`config.mk`:
```
export PLATFORM = sky130hd
export DESIGN_NAME = power_toggle_color_stepper_top_flat
export DESIGN_NICKNAME = d
export VERILOG_FILES = /design/src/ptcs_pkg.sv /design/src/ptcs_req_if.sv /design/src/ptcs_res_if.sv /design/src/power_toggle_color_stepper_top.sv /design/src/ptcs_core.sv /design/src/flat_wrapper.sv
export VERILOG_INCLUDE_DIRS = /design/src /design/src/src
export SDC_FILE = /design/constraint.sdc
export NUM_CORES = 1
export LEC_CHECK = 0
export ABC_AREA = 1
export BUFFER_PORTS_ARGS = -buffer_cell sky130_fd_sc_hd__buf_2
export CORE_MARGIN = 2
export CORE_UTILIZATION = 30
export CTS_CLUSTER_SIZE = 25
export DETAILED_ROUTE_END_ITERATION = 10
export PLACE_DENSITY_LB_ADDON = 0.08
export SYNTH_ARGS = -nofsm -noshare
export SYNTH_HDL_FRONTEND = slang
export SYNTH_SLANG_ARGS = --single-unit
```
`constraint.sdc`:
```
create_clock -name clk -period 5.5 [get_ports clk]
set_clock_uncertainty 0.1 [all_clocks]
set_input_delay 1.375 -clock clk [delete_from_list [all_inputs] [get_ports clk]]
set_output_delay 1.375 -clock clk [all_outputs]
set_load 0.02 [all_outputs]
```
`src/power_toggle_color_stepper_top_defines.svh`:
```
// ---------------------------------------------------------------------------
// power_toggle_color_stepper_top_defines
// assertion macros used by the color stepper core
// ---------------------------------------------------------------------------
`ifndef POWER_TOGGLE_COLOR_STEPPER_TOP_DEFINES_SVH
`define POWER_TOGGLE_COLOR_STEPPER_TOP_DEFINES_SVH

// condition that must hold at every clock edge out of reset
`define PTCS_ASSERT_ALWAYS(label, cond, msg) \
    label: assert property (@(posedge clk) disable iff (!rst_n) (cond)) \
        else $error(msg);

// consequence that must hold in the cycle after the antecedent
`define PTCS_ASSERT_NEXT(label, ante, cons, msg) \
    label: assert property (@(posedge clk) disable iff (!rst_n) (ante) |=> (cons)) \
        else $error(msg);

`endif

```
`src/ptcs_pkg.sv`:
```
// ---------------------------------------------------------------------------
// ptcs_pkg
// types, codes and helper functions of the power toggle color stepper
// ---------------------------------------------------------------------------
`timescale 1ns / 1ps

package ptcs_pkg;

    // field widths
    localparam int OP_W       = 2;
    localparam int COLOR_W    = 4;
    localparam int CFG_W      = 16;
    localparam int TIMER_BITS = 16;
    localparam int PADDR_W    = 4;
    localparam int PDATA_W    = 32;

    localparam logic [COLOR_W-1:0] NUM_COLORS  = 4'd8;
    localparam logic [COLOR_W-1:0] FIRST_COLOR = 4'd1;
    localparam logic [COLOR_W-1:0] NO_COLOR    = 4'd0;

    // operation codes
    localparam logic [OP_W-1:0] OP_TICK  = 2'd0;
    localparam logic [OP_W-1:0] OP_REQ   = 2'd1;
    localparam logic [OP_W-1:0] OP_RESET = 2'd2;
    localparam logic [OP_W-1:0] OP_NEXT  = 2'd3;

    // register indexes (word address)
    localparam logic [1:0] REG_STEP   = 2'd0;
    localparam logic [1:0] REG_WAIT   = 2'd1;
    localparam logic [1:0] REG_TOGGLE = 2'd2;
    localparam logic [1:0] REG_SETTLE = 2'd3;

    // register reset values
    localparam logic [CFG_W-1:0] STEP_RESET   = 16'd200;
    localparam logic [CFG_W-1:0] WAIT_RESET   = 16'd5500;
    localparam logic [CFG_W-1:0] TOGGLE_RESET = 16'd250;
    localparam logic [CFG_W-1:0] SETTLE_RESET = 16'd5500;

    typedef enum logic [3:0] {
        PH_IDLE       = 4'd0,
        PH_CHG_ON     = 4'd1,
        PH_CHG_OFF    = 4'd2,
        PH_CHG_TAIL   = 4'd3,
        PH_RST_WAIT   = 4'd4,
        PH_RST_T1     = 4'd5,
        PH_RST_T2     = 4'd6,
        PH_RST_T3     = 4'd7,
        PH_RST_T4     = 4'd8,
        PH_RST_T5     = 4'd9,
        PH_RST_SETTLE = 4'd10
    } phase_t;

    typedef struct packed {
        logic [CFG_W-1:0] step_ticks;
        logic [CFG_W-1:0] reset_wait_ticks;
        logic [CFG_W-1:0] toggle_ticks;
        logic [CFG_W-1:0] settle_ticks;
    } cfg_t;

    // timer load, truncated or zero-extended to the timer width
    function automatic logic [TIMER_BITS-1:0] timer_load(input logic [CFG_W-1:0] v);
        logic [31:0] wide;
        wide = 32'(v);
        return wide[TIMER_BITS-1:0];
    endfunction

    // color after c, with wrap from the last back to the first
    function automatic logic [COLOR_W-1:0] following_color(input logic [COLOR_W-1:0] c);
        return (c < NUM_COLORS) ? c + 4'd1 : FIRST_COLOR;
    endfunction

    // stored target if it names a color, else the current color
    function automatic logic [COLOR_W-1:0] target_of(input logic [COLOR_W-1:0] st,
                                                     input logic [COLOR_W-1:0] c);
        return (st inside {[FIRST_COLOR:NUM_COLORS]}) ? st : c;
    endfunction

endpackage

```
`src/ptcs_req_if.sv`:
```
// ---------------------------------------------------------------------------
// ptcs_req_if
// request channel: operation, wanted level and target color
// ---------------------------------------------------------------------------
`timescale 1ns / 1ps

interface ptcs_req_if
    import ptcs_pkg::*;
    ();
    logic               valid;
    logic               ready;
    logic [OP_W-1:0]    op;
    logic               want_on;
    logic [COLOR_W-1:0] goal_color;

    modport source (output valid, output op, output want_on, output goal_color,
                    input ready);
    modport sink   (input valid, input op, input want_on, input goal_color,
                    output ready);
endinterface

```
`src/ptcs_res_if.sv`:
```
// ---------------------------------------------------------------------------
// ptcs_res_if
// result channel: lamp level, believed color, busy flag and effect request
// ---------------------------------------------------------------------------
`timescale 1ns / 1ps

interface ptcs_res_if
    import ptcs_pkg::*;
    ();
    logic               valid;
    logic               ready;
    logic               light_on;
    logic [COLOR_W-1:0] shown_color;
    logic               busy_res;
    logic [COLOR_W-1:0] effect_request;

    modport source (output valid, output light_on, output shown_color,
                    output busy_res, output effect_request, input ready);
    modport sink   (input valid, input light_on, input shown_color,
                    input busy_res, input effect_request, output ready);
endinterface

```
`src/power_toggle_color_stepper_top.sv`:
```
// Pipeline: an accepted word goes through the input register and then the result register.
// Throughput: one word per cycle; the only hold-off is a stalled result register.
// Timing of the lamp is counted in tick words, not clock cycles.
// Reset: rst_n clears state at once; color 1, lamp off, idle, default registers.
// ---------------------------------------------------------------------------
// power_toggle_color_stepper_top
// lamp color stepper with APB register file and stream request/result channels
// ---------------------------------------------------------------------------
`timescale 1ns / 1ps

module power_toggle_color_stepper_top
    import ptcs_pkg::*;
(
    input  logic               clk,
    input  logic               rst_n,
    ptcs_req_if.sink           req,
    ptcs_res_if.source         res,
    input  logic               psel,
    input  logic               penable,
    input  logic               pwrite,
    input  logic [PADDR_W-1:0] paddr,
    input  logic [PDATA_W-1:0] pwdata,
    output logic [PDATA_W-1:0] prdata,
    output logic               pready
);

    cfg_t cfg_reg;
    logic wr_en;

    assign pready = 1'b1;
    assign wr_en  = psel && penable && pwrite && pready;

    // register file writes
    always_ff @(posedge clk or negedge rst_n)
    begin
        if (!rst_n)
        begin
            cfg_reg.step_ticks       <= STEP_RESET;
            cfg_reg.reset_wait_ticks <= WAIT_RESET;
            cfg_reg.toggle_ticks     <= TOGGLE_RESET;
            cfg_reg.settle_ticks     <= SETTLE_RESET;
        end
        else if (wr_en)
        begin
            case (paddr[3:2])
                REG_STEP:   cfg_reg.step_ticks       <= pwdata[CFG_W-1:0];
                REG_WAIT:   cfg_reg.reset_wait_ticks <= pwdata[CFG_W-1:0];
                REG_TOGGLE: cfg_reg.toggle_ticks     <= pwdata[CFG_W-1:0];
                default:    cfg_reg.settle_ticks     <= pwdata[CFG_W-1:0];
            endcase
        end
    end

    // register file reads
    always_comb
    begin
        case (paddr[3:2])
            REG_STEP:   prdata = PDATA_W'(cfg_reg.step_ticks);
            REG_WAIT:   prdata = PDATA_W'(cfg_reg.reset_wait_ticks);
            REG_TOGGLE: prdata = PDATA_W'(cfg_reg.toggle_ticks);
            default:    prdata = PDATA_W'(cfg_reg.settle_ticks);
        endcase
    end

    // controller
    ptcs_core u_core (
        .clk   (clk),
        .rst_n (rst_n),
        .cfg   (cfg_reg),
        .req   (req),
        .res   (res)
    );

endmodule

```
`src/ptcs_core.sv`:
```
// ---------------------------------------------------------------------------
// ptcs_core
// input register, single-pass state update and result register
// ---------------------------------------------------------------------------
`timescale 1ns / 1ps
`include "power_toggle_color_stepper_top_defines.svh"

module ptcs_core
    import ptcs_pkg::*;
(
    input  logic        clk,
    input  logic        rst_n,
    input  cfg_t        cfg,
    ptcs_req_if.sink    req,
    ptcs_res_if.source  res
);

    // input stage
    logic               s1_valid_reg;
    logic [OP_W-1:0]    s1_op_reg;
    logic               s1_want_reg;
    logic [COLOR_W-1:0] s1_target_reg;

    // controller state
    logic [COLOR_W-1:0]    color_reg, color_next;
    logic                  changing_reg, changing_next;
    phase_t                phase_reg, phase_next;
    logic [TIMER_BITS-1:0] timer_reg, timer_next;
    logic                  want_reg, want_next;
    logic [COLOR_W-1:0]    stored_reg, stored_next;
    logic                  lamp_reg, lamp_next;
    logic [COLOR_W-1:0]    eff_next;

    // result stage
    logic               res_valid_reg;
    logic               res_light_reg;
    logic [COLOR_W-1:0] res_color_reg;
    logic               res_busy_reg;
    logic [COLOR_W-1:0] res_eff_reg;

    logic advance;

    // pipeline moves when the result register is free or being drained
    assign advance   = !res_valid_reg || res.ready;
    assign req.ready = !s1_valid_reg || advance;

    // input register
    always_ff @(posedge clk or negedge rst_n)
    begin
        if (!rst_n)
        begin
            s1_valid_reg <= 1'b0;
        end
        else if (req.ready)
        begin
            s1_valid_reg <= req.valid;
        end
    end

    always_ff @(posedge clk)
    begin
        if (req.valid && req.ready)
        begin
            s1_op_reg     <= req.op;
            s1_want_reg   <= req.want_on;
            s1_target_reg <= req.goal_color;
        end
    end

    // next state for one word
    always_comb
    begin
        logic do_apply;
        logic do_end;
        logic [COLOR_W-1:0] t;

        color_next    = color_reg;
        changing_next = changing_reg;
        phase_next    = phase_reg;
        timer_next    = timer_reg;
        want_next     = want_reg;
        stored_next   = stored_reg;
        lamp_next     = lamp_reg;
        eff_next      = NO_COLOR;
        do_apply      = 1'b0;
        do_end        = 1'b0;
        t             = NO_COLOR;

        case (s1_op_reg)
            OP_TICK:
            begin
                if (phase_reg != PH_IDLE)
                begin
                    if (timer_reg > TIMER_BITS'(1))
                    begin
                        timer_next = timer_reg - TIMER_BITS'(1);
                    end
                    else
                    begin
                        timer_next = '0;
                        do_end     = 1'b1;
                    end
                end
            end
            OP_REQ:
            begin
                want_next   = s1_want_reg;
                stored_next = s1_target_reg;
                do_apply    = !changing_reg;
            end
            OP_RESET:
            begin
                changing_next = 1'b1;
                lamp_next     = 1'b0;
                phase_next    = PH_RST_WAIT;
                timer_next    = timer_load(cfg.reset_wait_ticks);
            end
            default:
            begin
                eff_next = following_color(color_reg);
            end
        endcase

        // end of a timed phase
        if (do_end)
        begin
            case (phase_reg)
                PH_CHG_ON:
                begin
                    lamp_next  = 1'b0;
                    phase_next = PH_CHG_OFF;
                    timer_next = timer_load(cfg.step_ticks);
                end
                PH_CHG_OFF:
                begin
                    lamp_next  = 1'b1;
                    color_next = following_color(color_reg);
                    if (color_next != target_of(stored_reg, color_next))
                    begin
                        phase_next = PH_CHG_ON;
                        timer_next = timer_load(cfg.step_ticks);
                    end
                    else if (want_reg)
                    begin
                        changing_next = 1'b0;
                        phase_next    = PH_IDLE;
                    end
                    else
                    begin
                        phase_next = PH_CHG_TAIL;
                        timer_next = timer_load(cfg.step_ticks);
                    end
                end
                PH_CHG_TAIL:
                begin
                    changing_next = 1'b0;
                    phase_next    = PH_IDLE;
                    do_apply      = 1'b1;
                end
                PH_RST_WAIT:
                begin
                    lamp_next  = 1'b1;
                    phase_next = PH_RST_T1;
                    timer_next = timer_load(cfg.toggle_ticks);
                end
                PH_RST_T1, PH_RST_T2, PH_RST_T3, PH_RST_T4:
                begin
                    lamp_next  = !lamp_reg;
                    phase_next = phase_t'(phase_reg + 4'd1);
                    timer_next = timer_load(cfg.toggle_ticks);
                end
                PH_RST_T5:
                begin
                    lamp_next  = !lamp_reg;
                    phase_next = PH_RST_SETTLE;
                    timer_next = timer_load(cfg.settle_ticks);
                end
                PH_RST_SETTLE:
                begin
                    color_next    = FIRST_COLOR;
                    changing_next = 1'b0;
                    phase_next    = PH_IDLE;
                    t             = target_of(stored_reg, FIRST_COLOR);
                    if (t != FIRST_COLOR)
                    begin
                        eff_next = t;
                    end
                end
                default:
                begin
                    phase_next    = PH_IDLE;
                    changing_next = 1'b0;
                end
            endcase
        end

        // apply the recorded on/off request
        if (do_apply)
        begin
            lamp_next = want_next;
            if (want_next)
            begin
                if (stored_next == NO_COLOR)
                begin
                    eff_next = color_next;
                end
                else if (target_of(stored_next, color_next) != color_next)
                begin
                    changing_next = 1'b1;
                    phase_next    = PH_CHG_ON;
                    timer_next    = timer_load(cfg.step_ticks);
                end
            end
        end
    end

    // state registers
    always_ff @(posedge clk or negedge rst_n)
    begin
        if (!rst_n)
        begin
            color_reg    <= FIRST_COLOR;
            changing_reg <= 1'b0;
            phase_reg    <= PH_IDLE;
            timer_reg    <= '0;
            want_reg     <= 1'b0;
            stored_reg   <= NO_COLOR;
            lamp_reg     <= 1'b0;
        end
        else if (s1_valid_reg && advance)
        begin
            color_reg    <= color_next;
            changing_reg <= changing_next;
            phase_reg    <= phase_next;
            timer_reg    <= timer_next;
            want_reg     <= want_next;
            stored_reg   <= stored_next;
            lamp_reg     <= lamp_next;
        end
    end

    // result register
    always_ff @(posedge clk or negedge rst_n)
    begin
        if (!rst_n)
        begin
            res_valid_reg <= 1'b0;
        end
        else if (advance)
        begin
            res_valid_reg <= s1_valid_reg;
        end
    end

    always_ff @(posedge clk)
    begin
        if (s1_valid_reg && advance)
        begin
            res_light_reg <= lamp_next;
            res_color_reg <= color_next;
            res_busy_reg  <= changing_next;
            res_eff_reg   <= eff_next;
        end
    end

    assign res.valid          = res_valid_reg;
    assign res.light_on       = res_light_reg;
    assign res.shown_color    = res_color_reg;
    assign res.busy_res       = res_busy_reg;
    assign res.effect_request = res_eff_reg;

    // checks
    `PTCS_ASSERT_ALWAYS(a_busy_matches_phase, (phase_reg == PH_IDLE) == !changing_reg, "busy flag and phase disagree")
    `PTCS_ASSERT_ALWAYS(a_color_range, (color_reg >= FIRST_COLOR) && (color_reg <= NUM_COLORS), "believed color out of range")
    `PTCS_ASSERT_NEXT(a_reset_starts, s1_valid_reg && advance && (s1_op_reg == OP_RESET), changing_reg && (phase_reg == PH_RST_WAIT) && !lamp_reg, "color reset did not start its wait phase")

endmodule
```
`src/flat_wrapper.sv`:
```
// flat-port wrapper written by rule: the top's interface ports become plain ports
module power_toggle_color_stepper_top_flat import ptcs_pkg::*;
  (clk, rst_n, psel, penable, pwrite, paddr, pwdata, prdata, pready, req_valid, req_op, req_want_on, req_goal_color, req_ready, res_valid, res_light_on, res_shown_color, res_busy_res, res_effect_request, res_ready);
  ptcs_req_if req_i ();
  ptcs_res_if res_i ();
  input  logic clk;
  input  logic rst_n;
  input  logic psel;
  input  logic penable;
  input  logic pwrite;
  input  logic [PADDR_W-1:0] paddr;
  input  logic [PDATA_W-1:0] pwdata;
  output logic [PDATA_W-1:0] prdata;
  output logic pready;
  input wire logic [$bits(req_i.valid)-1:0] req_valid;
  input wire logic [$bits(req_i.op)-1:0] req_op;
  input wire logic [$bits(req_i.want_on)-1:0] req_want_on;
  input wire logic [$bits(req_i.goal_color)-1:0] req_goal_color;
  output wire logic [$bits(req_i.ready)-1:0] req_ready;
  output wire logic [$bits(res_i.valid)-1:0] res_valid;
  output wire logic [$bits(res_i.light_on)-1:0] res_light_on;
  output wire logic [$bits(res_i.shown_color)-1:0] res_shown_color;
  output wire logic [$bits(res_i.busy_res)-1:0] res_busy_res;
  output wire logic [$bits(res_i.effect_request)-1:0] res_effect_request;
  input wire logic [$bits(res_i.ready)-1:0] res_ready;
  assign req_i.valid = req_valid;
  assign req_i.op = req_op;
  assign req_i.want_on = req_want_on;
  assign req_i.goal_color = req_goal_color;
  assign req_ready = req_i.ready;
  assign res_valid = res_i.valid;
  assign res_light_on = res_i.light_on;
  assign res_shown_color = res_i.shown_color;
  assign res_busy_res = res_i.busy_res;
  assign res_effect_request = res_i.effect_request;
  assign res_i.ready = res_ready;
  power_toggle_color_stepper_top u_core (.clk(clk), .rst_n(rst_n), .req(req_i), .res(res_i), .psel(psel), .penable(penable), .pwrite(pwrite), .paddr(paddr), .pwdata(pwdata), .prdata(prdata), .pready(pready));
endmodule
```
==> results of run 1 <==
how the worst max path moves through the flow:
stage	startpoint	endpoint	cells past startpoint
finish	paddr[3]	prdata[14]	7
floorplan	paddr[3]	prdata[14]	5
CTS	paddr[3]	prdata[14]	7
global placement	paddr[3]	prdata[14]	7
detailed placement	paddr[3]	prdata[14]	7
global route	paddr[3]	prdata[14]	7
kinds of logic after synthesis:
kind of cell,Yosys count,share of synthesized area
adders and majority gates,7,0.0124
AOI/OAI and AO/OA,203,0.176
buffers and inverters,177,0.110
xor gates and xnor gates,7,0.00869
DFF,114,0.421
other,2,0.00106
and+or+nand+nor,429,0.271
layout make-up:
type | count | area, sq um | area share
Timing Repair Buffer | 67 | 358 | 0.0437
Inverter | 118 | 443 | 0.0541
Multi-Input combinational cell | 663 | 3370 | 0.412
Clock buffer | 20 | 478 | 0.0584
Sequential cell | 114 | 2970 | 0.363
Clock inverter | 12 | 166 | 0.0203
Tap cell | 319 | 399 | 0.0488
power by group through the flow:
stage	sequential [mW]	clock [mW]	combinational, mW
3_3_place_gp	1.34	0	1.26
2_1_floorplan	1.27	0	0.942
3_5_place_dp	1.33	0	1.26
4_1_cts	1.32	1.26	1.27
6_report	1.33	1.23	1.26
5_1_grt	1.35	1.29	1.44
metrics by stage:
stage	std cells	setup slack, ps	hold WS (ps)	utilization	power (mW)
after detailed placement	1281	1160	374	0.324	2.60
after floorplan	954	1580	353	-	2.21
after global placement	1281	1170	368	0.324	2.60
after CTS	1313	1160	389	0.352	3.85
final	1313	1150	385	0.352	3.82
after global routing	1313	1010	400	0.352	4.08
placed cells by master, fill, tap and decap left out, types with 7 or more instances in the layout:
cell type and count:
a21oi_1 18, dfstp_2 26, a221oi_1 25, edfxtp_1 17, clkbuf_16 18, conb_1 17
nand2_2 7, ha_1 7, nand4_1 9, nor2_1 54, o21ai_0 102, buf_2 58
inv_1 113, nand2_1 250, nand3_1 65, o21ai_1 13, nor3_1 16, buf_4 9
dfrtp_1 71
worst register-to-register path: cells and delay by family (launching register included):
kind	cells	cell delay, ps
AO/OA/AOI/OAI	2	400
buffers and inverters	4	1230
flip-flops	1	570
AND/OR/NAND/NOR	3	1160
per-layer routing:
metal	global-route usage	routed length, um	vias to the layer above
li1	-	-	3173
met1	0.267	11200	2993
met2	0.306	10300	154
met3	0.0369	1010	25
met4	0.0593	431	0
met5	0	0	-
==> metrics, run 1 <==
hold buffer count at CTS=0; Hold Path Sink=u_core.cfg_reg[0]$_DFFE_PN0P_; post-detailed-route wirelength per cell=between 15 and 20 um; GRT Overall Usage=0.193; total I/O pin count=95; Post-CTS Setup Bufs=0; critical path arrival=between 2000 and 3000 ps; Sequential Power Share=0.347; Most Frequent Cell on Critical Path=buf_2; Worst setup SP type=primary input; P&R area growth vs syn=15.9%; Worst VDD drop=197 uV; Largest register FFs=64; Fill cells=2545; Net Sw Frac=0.399; Die Footprint=24800 sq um; hold path cells=2; Final Setup Violations=0; first-pass GRT wire length=roughly 36000 um; Clock Tree Buf Depth=2; Crit Path Max Fanout=13; Crit Path Class=in -> out; ant diodes=0; Slew @ Worst Pin=1110 ps; Power Dens Cells=467 nW/um^2; total leakage power=approximately 3.9 nW; IO buf count=59; Slew HR=0.255; HP Class=reg -> reg; ANT nets after route=0; setup slack, reg-to-reg=1920 ps; Clock Tree Root=clkbuf_16; layout cells sized above 1=0.163; Post-DP HPWL=15500 um; combinational power share=0.331; initial antenna violation count=0; initial DRC count=approximately 350; Die W=between 150 and 200 um; post-cts repair resize count=0; Post-Route WL=23000 um; Fin. Hold Viols=0; Reg2Reg Capture Point=u_core.u_core.res.effect_request[1]$_DFFE_PP_; crit-path cells=buf_2 > inv_1 > nor2_1 > buf_4 > nand2_1 > a22oi_1 > buf_2; vias in the first global route=6038; yosys warns=0; H-tree Lvls=4; CP bufs+invs=4; post-synthesis instance total=939; Synth area leader=dfrtp_1; Final Wtd Congestion=0.818; top post-synthesis cells by area=dfrtp_1, nand2_1, dfstp_2, o21ai_0, edfxtp_1; Clk pwr share=0.322; most common cell in the netlist=nand2_1; cell family with most CP delay=buffers and inverters; Synth top area share=0.252; FMAX=230 MHz; grt ovf=0; Seq/Total Area, Yosys=0.421; Netlist cell types=between 40 and 50; R2R Path Start=u_core.u_core.s1_op_reg[0]$_DFFE_PP_; synth cell count leaders=nand2_1, inv_1, o21ai_0, dfrtp_1, nand3_1; Die Height=157 um; Max stage delay cell, worst path=nor2_1; Top FF cell, synth=dfrtp_1; Nets=1038; placed cell areas=7540 sq um; Mean Syn Cell Area=7.52 sq um; P_sw=1.52 mW; Async SR Flop Fraction=0.851; number of synthesized flops with an enable pin=17; total of max-cap violations=0; CP endpoint kind=primary output; RSZ-0062 raised after global routing=false; outcome=completed; routed vias/inst=4.83; total CTS buffers=17; largest net degree at the start of global routing=between 60 and 70; initial core utilization=0.303; Req. time, crit path=around 4000 ps; Sink Count=114; DRC Markers=0; period utilization=0.791; Internal=2.29 mW; vias=~6.3k; mapped cell area=7060 sq um; fin. max-slew vios=0; DR pass1 iterations=8; hold_sp=u_core.cfg_reg[0]$_DFFE_PN0P_; Fin Setup TNS=0 ps; TritonCTS clock tree=yes; FF+latch count, synth=114; worst skew pair latency=430 ps; number of core rows=56; core footprint=23300 sq um; reg2reg path depth=9; Tmin final=approximately 4400 ps; CTS clk-pin slew, worst paths=60 ps; design area=8180 sq um; slowest stage delay, CP=roughly 320 ps
(Power assumes the default switching activity.)
==> inputs of run 2 (changes only) <==
Clock period 5.5 ns to 4.2 ns, I/O delays scaled along.
==> metrics, run 2 (synthesis gave the netlist of run 1 again) <==
outcome=completed; Internal=2.90 mW (+26%); Slew @ Worst Pin=1040 ps (-75.5 ps); Die W=157 um (unchanged); Post-Layout Cell Count=1325 (+0.91%); most common library cell in the layout ignoring fill and taps=nand2_1; Crit Path Max Fanout=13 (unchanged); H-tree Lvls=4 (unchanged); TritonCTS clock tree=yes; combinational power share=0.341 (+0.010); fin. max-slew vios=0 (unchanged); Sink Count=114 (unchanged); Final Setup Violations=0 (unchanged); initial antenna violation count=0 (unchanged); Clock Tree Buf Depth=2 (unchanged); Fin Setup TNS=0 ps (unchanged); post-cts repair resize count=0 (unchanged); initial DRC count=422 (+19%); DR pass1 iterations=5 (-3); CTS clk-pin slew, worst paths=60 ps (about the same); P&R area growth vs syn=16.4%; Die Footprint=24800 sq um (unchanged); placed insts=1293 (+0.94%); HP Class=reg -> reg; worst setup slack after layout=679 ps (-469 ps); most frequent cells in the layout=nand2_1, inv_1, o21ai_0, dfrtp_1, nand3_1; Clk pwr share=0.305 (-0.017); Fill cells=2509 (-1.4%); largest net degree at the start of global routing=49 (-22%); Sequential Power Share=0.354 (+0.007); ant diodes=0 (unchanged); Post-DP HPWL=15900 um (+2.7%); Min Hold Slack=387 ps (+2.39 ps); Nets=1050 (+1.2%); Power Dens Cells=595 nW/um^2 (+28%); total CTS buffers=17 (unchanged); P_sw=1.99 mW (+31%); period utilization=0.838; reg2reg path depth=9 (unchanged); IO buf count=59 (unchanged); total leakage power=3.95 nW (+0.97%); vias in the first global route=6202 (+2.7%); Fin. Hold Viols=0 (unchanged); vias=6351 (+0.095%); Post-Route WL=23100 um (+0.22%); Tmin final=3520 ps; first-pass GRT wire length=36300 um (+0.34%); Largest register FFs=64 (unchanged); Worst setup SP type=primary input; core footprint=23300 sq um (unchanged); GRT Overall Usage=0.194 (+0.000556); worst skew pair latency=420 ps (about the same); hold buffer count at CTS=0 (unchanged); Post-CTS Setup Bufs=0 (unchanged); FMAX=284 MHz; ANT nets after route=0 (unchanged); layout cells sized above 1=0.173 (+0.00998); hold path cells=2 (unchanged); Req. time, crit path=3050 ps (-980 ps); critical path arrival=2370 ps (-510 ps); Die Height=157 um (unchanged); routed vias/inst=4.79 (-0.81%); Slew HR=0.306 (+0.0504); RSZ-0062 raised after global routing=false; Clock Tree Root=clkbuf_16; total of max-cap violations=0 (unchanged); Final Wtd Congestion=0.822 (+0.53%); Crit Path Class=in -> out; Net Sw Frac=0.408 (+0.00838); Worst VDD drop=246 uV (+25%); Setup WS pre-CTS=702 ps (-456 ps); post-detailed-route wirelength per cell=17.4 um (-0.69%); initial core utilization=0.303 (unchanged); number of core rows=56 (unchanged); total I/O pin count=95 (unchanged); DRC Markers=0 (unchanged); CP endpoint kind=primary output; grt ovf=0 (unchanged)
==> run 2: cell types whose count changed in the layout (fill, tap and decap cells not counted), sizes merged <==
cell,change
buf,+12
clkbuf,-2
clkinvlp,-1
clkinv,+4
bufinv,-1
==> run 2: power groups by stage <==
| stage | clock network (mW) | logic [mW] | registers (mW) |
|---|---|---|---|
| finish | 1.49 | 1.67 | 1.73 |
| global route | 1.56 | 1.90 | 1.77 |
| CTS | 1.52 | 1.67 | 1.73 |
| detailed placement | 0 | 1.67 | 1.74 |
| global placement | 0 | 1.67 | 1.75 |
| floorplan | 0 | 1.23 | 1.66 |
==> run 2: area by class of cell <==
class / count / area [sq um] / area share
tap: 319 / 399 / 0.0486
clock inverter: 14 / 151 / 0.0184
clock buffer: 18 / 439 / 0.0534
sequential: 114 / 2970 / 0.361
timing repair buffer: 79 / 448 / 0.0545
inverter: 118 / 443 / 0.0539
multi-input combinational: 663 / 3370 / 0.410
==> run 2: routing by layer <==
layer / global-route usage / vias to the layer above / routed length [um]
li1: - / 3202 / -
met4: 0.0468 / 0 / 271
met5: 0 / - / 0
met1: 0.272 / 2975 / 11300
met3: 0.0300 / 18 / 952
met2: 0.314 / 156 / 10500
==> run 2: critical path, stage by stage <==
cell and delay [ps]:
buf_2 260, inv_1 90, nand2_1 60, inv_1 90
buf_4 220, a221oi_1 250, o21ai_0 150, buf_2 180
==> run 2: path summary, 6_finish.rpt <==
| path | from | to | slack [ps] |
|---|---|---|---|
| worst max register to register | u_core.u_core.s1_op_reg[0]$_DFFE_PP_ | u_core.u_core.res.effect_request[1]$_DFFE_PP_ | 1040 |
| max in group asynchronous | rst_n | u_core.cfg_reg[35]$_DFFE_PN1P_ | 2580 |
| worst min-delay path | u_core.cfg_reg[1]$_DFFE_PN0P_ | u_core.cfg_reg[1]$_DFFE_PN0P_ | 390 |
| worst max-delay path | paddr[3] | prdata[8] | 680 |
| worst min register to register | u_core.cfg_reg[1]$_DFFE_PN0P_ | u_core.cfg_reg[1]$_DFFE_PN0P_ | 390 |
| min in group asynchronous | rst_n | u_core.cfg_reg[52]$_DFFE_PN0P_ | 550 |
==> run 2: stage by stage <==
step / cell area, sq um / utilization / power, mW
after floorplan: 7110 / - / 2.90
after global placement: 7630 / 0.328 / 3.42
after detailed placement: 7630 / 0.328 / 3.41
after CTS: 8220 / 0.353 / 4.92
after global routing: 8220 / 0.353 / 5.24
final: 8220 / 0.353 / 4.89
